$ cat config.mk
export PLATFORM = sky130hd
export DESIGN_NAME = prf_ctrl
export DESIGN_NICKNAME = d
export VERILOG_FILES = /design/src/rtl/core/prf_pkg.sv /design/src/rtl/core/prf_ctrl.sv
export SDC_FILE = /design/constraint.sdc
export NUM_CORES = 1
export LEC_CHECK = 0
export ABC_AREA = 1
export BUFFER_PORTS_ARGS = -buffer_cell sky130_fd_sc_hd__buf_2
export CAP_MARGIN = 20
export CORE_MARGIN = 2
export CORE_UTILIZATION = 40
export CTS_BUF_LIST = sky130_fd_sc_hd__clkbuf_4
export CTS_CLUSTER_DIAMETER = 40
export DETAILED_ROUTE_END_ITERATION = 16
export PLACE_DENSITY = 0.62
export SLEW_MARGIN = 30
export SYNTH_ARGS = -nofsm -noshare
export SYNTH_HDL_FRONTEND = slang
export SYNTH_SLANG_ARGS = --single-unit
$ cat constraint.sdc
create_clock -name aclk -period 1.4 [get_ports aclk]
set_input_delay 0.14 -clock aclk [delete_from_list [all_inputs] [get_ports aclk]]
set_output_delay 0.14 -clock aclk [all_outputs]
set_load 0.02 [all_outputs]
$ cat src/rtl/core/prf_pkg.sv
// shared types and constants for the primitive root finder
// no dependencies
package prf_pkg;

    localparam int FIELD_W = 31;
    localparam int OP_W    = 5;

    localparam logic [OP_W-1:0] OP_NONE     = 5'd0;
    localparam logic [OP_W-1:0] OP_LOAD     = 5'd1;
    localparam logic [OP_W-1:0] OP_SQ       = 5'd2;
    localparam logic [OP_W-1:0] OP_DIV_RD   = 5'd3;
    localparam logic [OP_W-1:0] OP_REST_Q   = 5'd4;
    localparam logic [OP_W-1:0] OP_DIV_PD   = 5'd5;
    localparam logic [OP_W-1:0] OP_PHI_SUB  = 5'd6;
    localparam logic [OP_W-1:0] OP_D_INC    = 5'd7;
    localparam logic [OP_W-1:0] OP_DIV_PR   = 5'd8;
    localparam logic [OP_W-1:0] OP_PHI_SUBR = 5'd9;
    localparam logic [OP_W-1:0] OP_FAC_INIT = 5'd10;
    localparam logic [OP_W-1:0] OP_FAC_Q    = 5'd11;
    localparam logic [OP_W-1:0] OP_FAC_REST = 5'd12;
    localparam logic [OP_W-1:0] OP_G_INIT   = 5'd13;
    localparam logic [OP_W-1:0] OP_GCD_INIT = 5'd14;
    localparam logic [OP_W-1:0] OP_DIV_AB   = 5'd15;
    localparam logic [OP_W-1:0] OP_GCD_STEP = 5'd16;
    localparam logic [OP_W-1:0] OP_G_INC    = 5'd17;
    localparam logic [OP_W-1:0] OP_I_INIT   = 5'd18;
    localparam logic [OP_W-1:0] OP_I_INC    = 5'd19;
    localparam logic [OP_W-1:0] OP_DIV_PF   = 5'd20;
    localparam logic [OP_W-1:0] OP_POW_INIT = 5'd21;
    localparam logic [OP_W-1:0] OP_MUL_AS   = 5'd22;
    localparam logic [OP_W-1:0] OP_MUL_SS   = 5'd23;
    localparam logic [OP_W-1:0] OP_DIV_PM   = 5'd24;
    localparam logic [OP_W-1:0] OP_ACC_REM  = 5'd25;
    localparam logic [OP_W-1:0] OP_SQ_REM   = 5'd26;
    localparam logic [OP_W-1:0] OP_RES_ONE  = 5'd27;
    localparam logic [OP_W-1:0] OP_RES_NONE = 5'd28;
    localparam logic [OP_W-1:0] OP_RES_G    = 5'd29;

    typedef logic [OP_W-1:0] op_t;

    typedef struct packed {
        logic m_is2;
        logic m_lt2;
        logic sq_le_rest;
        logic rest_gt1;
        logic div_done;
        logic rem_zero;
        logic hit;
        logic exists;
        logic nf_full;
        logic b_zero;
        logic a_is1;
        logic i_lt_nf;
        logic expo_zero;
        logic expo_lsb;
        logic acc_is1;
        logic g_le_m;
    } status_t;

endpackage

$ cat src/rtl/core/prf_ctrl.sv
// sequencer that steps the datapath through totient, factoring and candidate tests
// depends on prf_pkg
module prf_ctrl (
    input  logic             aclk,
    input  logic             aresetn,
    input  logic             s_valid,
    output logic             s_ready,
    output logic             m_valid,
    input  logic             m_ready,
    input  prf_pkg::status_t st,
    output prf_pkg::op_t     op
);
    localparam logic [4:0] S_IDLE = 5'd0,  S_CHK0 = 5'd1,  S_T_SQ = 5'd2,  S_T_CHK = 5'd3;
    localparam logic [4:0] S_T_W = 5'd4,   S_T_RD = 5'd5,  S_T_PW = 5'd6,  S_T_TAIL = 5'd7;
    localparam logic [4:0] S_T_TW = 5'd8,  S_EX = 5'd9,    S_F_SQ = 5'd10, S_F_CHK = 5'd11;
    localparam logic [4:0] S_F_W = 5'd12,  S_F_RD = 5'd13, S_F_TAIL = 5'd14, S_G_INIT = 5'd15;
    localparam logic [4:0] S_G_TOP = 5'd16, S_GCD = 5'd17, S_GCD_W = 5'd18, S_P_TOP = 5'd19;
    localparam logic [4:0] S_P_W = 5'd20,  S_POW = 5'd21,  S_M1 = 5'd22,   S_M1W = 5'd23;
    localparam logic [4:0] S_SQM = 5'd24,  S_M3 = 5'd25,   S_M3W = 5'd26,  S_OUT = 5'd27;

    logic [4:0] state_reg, state_next;

    always_comb begin
        state_next = state_reg;
        op = prf_pkg::OP_NONE;
        case (state_reg)
            S_IDLE: if (s_valid) begin
                op = prf_pkg::OP_LOAD; state_next = S_CHK0;
            end
            S_CHK0: begin
                if (st.m_is2) begin
                    op = prf_pkg::OP_RES_ONE; state_next = S_OUT;
                end else if (st.m_lt2) begin
                    op = prf_pkg::OP_RES_NONE; state_next = S_OUT;
                end else state_next = S_T_SQ;
            end
            S_T_SQ: begin
                op = prf_pkg::OP_SQ; state_next = S_T_CHK;
            end
            S_T_CHK: begin
                if (st.sq_le_rest) begin
                    op = prf_pkg::OP_DIV_RD; state_next = S_T_W;
                end else state_next = S_T_TAIL;
            end
            S_T_W: if (st.div_done) begin
                if (st.rem_zero) begin
                    op = prf_pkg::OP_REST_Q; state_next = S_T_RD;
                end else if (st.hit) begin
                    op = prf_pkg::OP_DIV_PD; state_next = S_T_PW;
                end else begin
                    op = prf_pkg::OP_D_INC; state_next = S_T_SQ;
                end
            end
            S_T_RD: begin
                op = prf_pkg::OP_DIV_RD; state_next = S_T_W;
            end
            S_T_PW: if (st.div_done) begin
                op = prf_pkg::OP_PHI_SUB; state_next = S_T_SQ;
            end
            S_T_TAIL: begin
                if (st.rest_gt1) begin
                    op = prf_pkg::OP_DIV_PR; state_next = S_T_TW;
                end else state_next = S_EX;
            end
            S_T_TW: if (st.div_done) begin
                op = prf_pkg::OP_PHI_SUBR; state_next = S_EX;
            end
            S_EX: begin
                if (!st.exists) begin
                    op = prf_pkg::OP_RES_NONE; state_next = S_OUT;
                end else begin
                    op = prf_pkg::OP_FAC_INIT; state_next = S_F_SQ;
                end
            end
            S_F_SQ: begin
                op = prf_pkg::OP_SQ; state_next = S_F_CHK;
            end
            S_F_CHK: begin
                if (st.sq_le_rest) begin
                    op = prf_pkg::OP_DIV_RD; state_next = S_F_W;
                end else state_next = S_F_TAIL;
            end
            S_F_W: if (st.div_done) begin
                if (st.rem_zero) begin
                    if (!st.hit && st.nf_full) begin
                        op = prf_pkg::OP_RES_NONE; state_next = S_OUT;
                    end else begin
                        op = prf_pkg::OP_FAC_Q; state_next = S_F_RD;
                    end
                end else begin
                    op = prf_pkg::OP_D_INC; state_next = S_F_SQ;
                end
            end
            S_F_RD: begin
                op = prf_pkg::OP_DIV_RD; state_next = S_F_W;
            end
            S_F_TAIL: begin
                if (st.rest_gt1 && st.nf_full) begin
                    op = prf_pkg::OP_RES_NONE; state_next = S_OUT;
                end else begin
                    if (st.rest_gt1) op = prf_pkg::OP_FAC_REST;
                    state_next = S_G_INIT;
                end
            end
            S_G_INIT: begin
                op = prf_pkg::OP_G_INIT; state_next = S_G_TOP;
            end
            S_G_TOP: begin
                if (!st.g_le_m) begin
                    op = prf_pkg::OP_RES_NONE; state_next = S_OUT;
                end else begin
                    op = prf_pkg::OP_GCD_INIT; state_next = S_GCD;
                end
            end
            S_GCD: begin
                if (st.b_zero) begin
                    if (st.a_is1) begin
                        op = prf_pkg::OP_I_INIT; state_next = S_P_TOP;
                    end else begin
                        op = prf_pkg::OP_G_INC; state_next = S_G_TOP;
                    end
                end else begin
                    op = prf_pkg::OP_DIV_AB; state_next = S_GCD_W;
                end
            end
            S_GCD_W: if (st.div_done) begin
                op = prf_pkg::OP_GCD_STEP; state_next = S_GCD;
            end
            S_P_TOP: begin
                if (!st.i_lt_nf) begin
                    op = prf_pkg::OP_RES_G; state_next = S_OUT;
                end else begin
                    op = prf_pkg::OP_DIV_PF; state_next = S_P_W;
                end
            end
            S_P_W: if (st.div_done) begin
                op = prf_pkg::OP_POW_INIT; state_next = S_POW;
            end
            S_POW: begin
                if (st.expo_zero) begin
                    if (st.acc_is1) begin
                        op = prf_pkg::OP_G_INC; state_next = S_G_TOP;
                    end else begin
                        op = prf_pkg::OP_I_INC; state_next = S_P_TOP;
                    end
                end else if (st.expo_lsb) begin
                    op = prf_pkg::OP_MUL_AS; state_next = S_M1;
                end else begin
                    op = prf_pkg::OP_MUL_SS; state_next = S_M3;
                end
            end
            S_M1: begin
                op = prf_pkg::OP_DIV_PM; state_next = S_M1W;
            end
            S_M1W: if (st.div_done) begin
                op = prf_pkg::OP_ACC_REM; state_next = S_SQM;
            end
            S_SQM: begin
                op = prf_pkg::OP_MUL_SS; state_next = S_M3;
            end
            S_M3: begin
                op = prf_pkg::OP_DIV_PM; state_next = S_M3W;
            end
            S_M3W: if (st.div_done) begin
                op = prf_pkg::OP_SQ_REM; state_next = S_POW;
            end
            S_OUT: if (m_ready) state_next = S_IDLE;
            default: state_next = S_IDLE;
        endcase
    end

    always_ff @(posedge aclk) begin
        if (!aresetn) state_reg <= S_IDLE;
        else state_reg <= state_next;
    end

    assign s_ready = state_reg == S_IDLE;
    assign m_valid = state_reg == S_OUT;
endmodule

==> run metrics, run 1 <==
status finished, violations left; failing checks setup timing; row count 20; # IOs 27; GRT Overall Usage 33.4%; Slew headroom 76.1%; total power 4310 µW; CTS H-tree lvls 1; IO buf count 26; Avg Cell Area, Syn 4.57 µm²; Seq/Total Area, Yosys 8.08%; Hold Path End state_reg[3]$_SDFFE_PN0P_; clock sinks 5; Largest register FFs 5; total CTS buffers 3; clock root cell clkbuf_4; first-pass GRT wire length 9.03 mm; Leak 0.00129 µW; final antenna-violating net count 0; vias in the first global route 2042; commonest non-fill, non-tap cells in the layout nand2_1, buf_4, nor2_1; later-pin clock latency in the skew report 0.24 ns; Peak supply drop 1340 µV; final worst path period share 128%; synth unique cells 22; TNS Setup -2.99 ns; Hold Path Origin aresetn; Crit Path Category flop to output pin; final hold slack 0.210 ns; Horiz. Die Dim 59.7 µm; Post-Syn Nets 291; largest cells by area after synthesis nand2_1, nor2_1, nand3_1, inv_1, dfxtp_1; worst r2r path cells 12; pin count of the biggest net entering global routing 11; Die H 59.7 µm; P&R area growth vs syn 88.2%; core area 0.00300 mm²; CP Launch Type flop; max-slew violation count 0; share of cells above drive strength 1 48.5%; PwrDens 1850 mW/mm²; Nets 378; post-layout util 77.6%; Crit Reg-Reg Endpoint state_reg[1]$_SDFFE_PN0P_; Max Clk Rate 558 MHz; worst min path class input pin to flop; Synth top area share 28.5%; Clk pin slew, worst setup/hold paths 0.04 ns; TritonCTS clock tree built; Final setup viols 11; Initial Util 41.3%; antenna violations before repair 0; vias 2311; RSZ-0062 raised after global routing yes; clock tree buffer depth 2; FF-to-FF Start state_reg[1]$_SDFFE_PN0P_; most common cell after layout, fill and taps aside nand2_1; FF-to-FF setup slack -0.24 ns; Synth Instances 271; drt drc 0; Slew @ Worst Pin 0.356 ns; flop and latch count out of synthesis 5; CP endpoint kind output pin; Tmin final 1.79 ns; Final Hold Vio Count 0; routability cong. 0.988; Wirelength per Cell 16.7 µm; Ant. Diodes 0; post-placement cell count 374; DR iter-0 viols 228; Vias/cell 5.93; maximum fanout along the worst path 6; first-pass iteration count of the detailed router 5; fin cells 390; number of max-cap violations 0; worst setup margin -0.393 ns; post-synth top area cell nand2_1; Final Skew 0.00291 ns; Die ar. 0.00356 mm²; Hold Path Cell Cnt 3; post-DP HPWL 4.30 mm; Required @ worst endpoint 1.26 ns; Arrival @ worst endpoint 1.65 ns; mapped cell area 0.00124 mm²; Synth Warn # 0; final WL 6.52 mm; total gr overflow 0
-- synth_stat cells --
library cell / count
nand3_2: 2
inv_1: 28
buf_4: 1
nor2_1: 60
nor2_2: 5
o2111ai_1: 1
nor3_1: 5
nand3_1: 34
o211ai_1: 1
o21ai_1: 1
buf_2: 1
nand2_1: 94
clkbuf_1: 1
nand2_2: 1
nor4_1: 4
nand3b_1: 3
a21oi_1: 10
clkinv_1: 1
o21ai_0: 6
nand4_1: 3
dfxtp_1: 5
inv_2: 4
-- stage by stage --
stage	setup WS, ns	instance area (µm²)
2_1_floorplan	-0.0209	1260
3_3_place_gp	-0.313	1770
3_5_place_dp	-0.302	1770
4_1_cts	-0.333	2120
5_1_grt	-0.457	2330
6_report	-0.393	2330
-- worst max path at each step --
stage	end	startpoint
floorplan	op[0]	state_reg[0]$_SDFFE_PN0P_
finish	op[0]	state_reg[1]$_SDFFE_PN0P_
global placement	op[3]	state_reg[3]$_SDFFE_PN0P_
detailed placement	op[4]	state_reg[3]$_SDFFE_PN0P_
global route	op[4]	state_reg[3]$_SDFFE_PN0P_
CTS	op[1]	state_reg[2]$_SDFFE_PN0P_
-- repair_timing --
action | in CTS | in global routing
endpoints found under the hold margin | 0 | 0
endpoints found under the setup margin | 12 | 12
gates resized for setup | 81 | 47
pin swaps | 19 | 21
setup buffers | 9 | 6
hold buffers | 0 | 0
-- cell families (layout without fill, tap and decap cells) --
family,after synthesis,after routing,synth area share [%]
DFF,5,5,8.08
and+or+nand+nor,211,211,72.4
buffers and inverters,36,122,11.3
AOI/OAI and AO/OA,19,19,8.18
-- worst max-delay path, cell delays in order (launching register included) --
cell	delay, ns
dfxtp_4	0.40
buf_6	0.14
nor2_4	0.17
nand3_2	0.13
nor2_1	0.26
nor3_4	0.09
nand4_1	0.09
buf_4	0.14
-- routing by layer --
metal	global-route usage, %	routed length, µm
met1	43.3	2460
met2	52.6	3020
met3	7.14	692
met4	14.9	337
met5	0	0
-- power breakdown --
part / internal (µW) / leakage [µW] / total, µW / switching (µW)
logic: 1560 / 0.00123 / 3730 / 2170
clock network: 127 / 0.0000184 / 182 / 55.1
registers: 236 / 0.0000445 / 400 / 165
total: 1920 / 0.00129 / 4310 / 2390
-- cell type report --
class,count,area [µm²]
multi-input cells,230,1350
fillers,223,672
repair buffers,85,658
inverters,33,134
flip-flops and latches,5,119
well taps,33,41.3
clock buffers,4,30.0
Note: power is estimated with default switching activity, not from simulation.
==> run 2: changes to the inputs <==
--- a/config.mk
+++ b/config.mk
@@ -8,12 +8,11 @@
 export ABC_AREA = 1
 export BUFFER_PORTS_ARGS = -buffer_cell sky130_fd_sc_hd__buf_2
 export CAP_MARGIN = 20
-export CORE_MARGIN = 2
-export CORE_UTILIZATION = 40
+export CORE_UTILIZATION = 34
 export CTS_BUF_LIST = sky130_fd_sc_hd__clkbuf_4
 export CTS_CLUSTER_DIAMETER = 40
 export DETAILED_ROUTE_END_ITERATION = 16
-export PLACE_DENSITY = 0.62
+export PLACE_DENSITY = 0.54
 export SLEW_MARGIN = 30
 export SYNTH_ARGS = -nofsm -noshare
 export SYNTH_HDL_FRONTEND = slang
==> run metrics, run 2 (synthesized netlist as in run 1, its figures left out) <==
GRT Overall Usage 30.5%; P&R area growth vs syn 87.2%; clock root cell clkbuf_4; # IOs 27; Ant. Diodes 0; FF-to-FF Start state_reg[2]$_SDFFE_PN0P_; first-pass GRT wire length 9.36 mm; Vias/cell 5.13; Arrival @ worst endpoint 1.70 ns; failing checks setup timing; clock tree buffer depth 2; Horiz. Die Dim 62.4 µm; vias in the first global route 1974; worst min path class input pin to flop; CP Launch Type flop; Leak 0.00132 µW; vias 2108; Final Hold Vio Count 0; IO buf count 26; Hold Path Cell Cnt 3; core area 0.00342 mm²; final WL 5.82 mm; Area after DPL 0.00185 mm²; Die ar. 0.00389 mm²; CP endpoint kind output pin; FF-to-FF setup slack -0.22 ns; Final setup viols 11; status finished, violations left; Max Clk Rate 543 MHz; Place WS -0.305 ns; antenna violations before repair 0; Slew headroom 77.8%; drt drc 0; Clk pin slew, worst setup/hold paths 0.05 ns; first-pass iteration count of the detailed router 5; Largest register FFs 5; number of max-cap violations 0; total CTS buffers 3; worst setup margin -0.442 ns; Hold Path End state_reg[3]$_SDFFE_PN0P_; row count 21; CTS H-tree lvls 1; post-layout util 67.9%; post-route design area 0.00232 mm²; maximum fanout along the worst path 6; pin count of the biggest net entering global routing 11; Hold Path Origin aresetn; Slew @ Worst Pin 0.330 ns; worst r2r path cells 12; clock sinks 5; PwrDens 1720 mW/mm²; Required @ worst endpoint 1.26 ns; Initial Util 36.3%; final worst path period share 132%; TritonCTS clock tree built; Worst path slowest cell dfxtp_4; post-DP HPWL 4.43 mm; share of cells above drive strength 1 46.8%; max-slew violation count 0; Peak supply drop 1100 µV; later-pin clock latency in the skew report 0.25 ns; Final Skew 0.00676 ns; Tmin final 1.84 ns; Crit Path Category flop to output pin; Crit Reg-Reg Endpoint state_reg[0]$_SDFFE_PN0P_; Wirelength per Cell 14.2 µm; routability cong. 0.968; Largest delay share family, worst path simple AND/OR/NAND/NOR gates; Die H 62.4 µm; commonest non-fill, non-tap cells in the layout nand2_1, buf_4, nor2_1; most common cell after layout, fill and taps aside nand2_1; total gr overflow 0; final antenna-violating net count 0; filler instances 325; Nets 386; RSZ-0062 raised after global routing yes; DR iter-0 viols 210; crit-path max cell delay 0.38 ns; CP bufs+invs 2; worst path cell trace nand2_2 -> nor2_2 -> buf_4 -> nand3_1 -> nand3_2 -> nor3_4 -> nand4_1 -> buf_6
-- run 2: layer usage --
metal | share of wire (%) | vias to the layer above | wire (µm) | GRT usage, %
met1 | 42 | 924 | 2470 | 43.1
met3 | 9.9 | 10 | 574 | 4.78
met5 | 0 | - | 0 | 0
met2 | 47 | 114 | 2710 | 48.9
li1 | - | 1060 | - | -
met4 | 1.2 | 0 | 72 | 5.81
-- run 2: timing repair --
| action | 4_1_cts | 5_1_grt |
|---|---|---|
| pin swaps | 30 | 12 |
| resized for setup | 74 | 31 |
| setup endpoints to repair | 12 | 12 |
| hold buffers | 0 | 0 |
| buffers inserted | 8 | 5 |
-- run 2: where the power goes --
group          leakage (µW)  internal (µW)  switching [µW]
sequential        0.0000445            235             137
clock             0.0000184            128            67.8
combinational       0.00126           1540            1880
-- run 2: per-stage QoR --
step	instances	TNS, ns	hold WS, ns	total power, µW
2_1_floorplan	271	-0.0628	0.321	1760
3_5_place_dp	395	-2.60	0.445	2910
4_1_cts	406	-2.65	0.187	3620
6_report	411	-3.02	0.205	3990
3_3_place_gp	395	-2.69	0.441	2950
5_1_grt	411	-4.15	0.222	4270
-- run 2: layout make-up --
class,instances,area [µm²],share of cell area (%)
multi-input cells,230,1260,54.5
repair buffers,93,716,30.9
inverters,33,134,5.77
flip-flops and latches,5,119,5.13
well taps,46,57.6,2.48
clock buffers,4,30.0,1.30
-- run 2: tightest hold or removal path, stage by stage --
cell	delay, ns
buf_2	0.08
inv_1	0.09
a21oi_2	0.11
-- run 2: how the worst max path moves through the flow --
stage	start	end	slack [ns]	depth (start not counted)
after floorplan	state_reg[0]$_SDFFE_PN0P_	op[0]	-0.02	5
after global placement	state_reg[3]$_SDFFE_PN0P_	op[4]	-0.32	8
after detailed placement	state_reg[3]$_SDFFE_PN0P_	op[4]	-0.30	8
after CTS	state_reg[2]$_SDFFE_PN0P_	op[0]	-0.39	9
after global routing	state_reg[2]$_SDFFE_PN0P_	op[0]	-0.54	9
final	state_reg[1]$_SDFFE_PN0P_	op[0]	-0.44	8
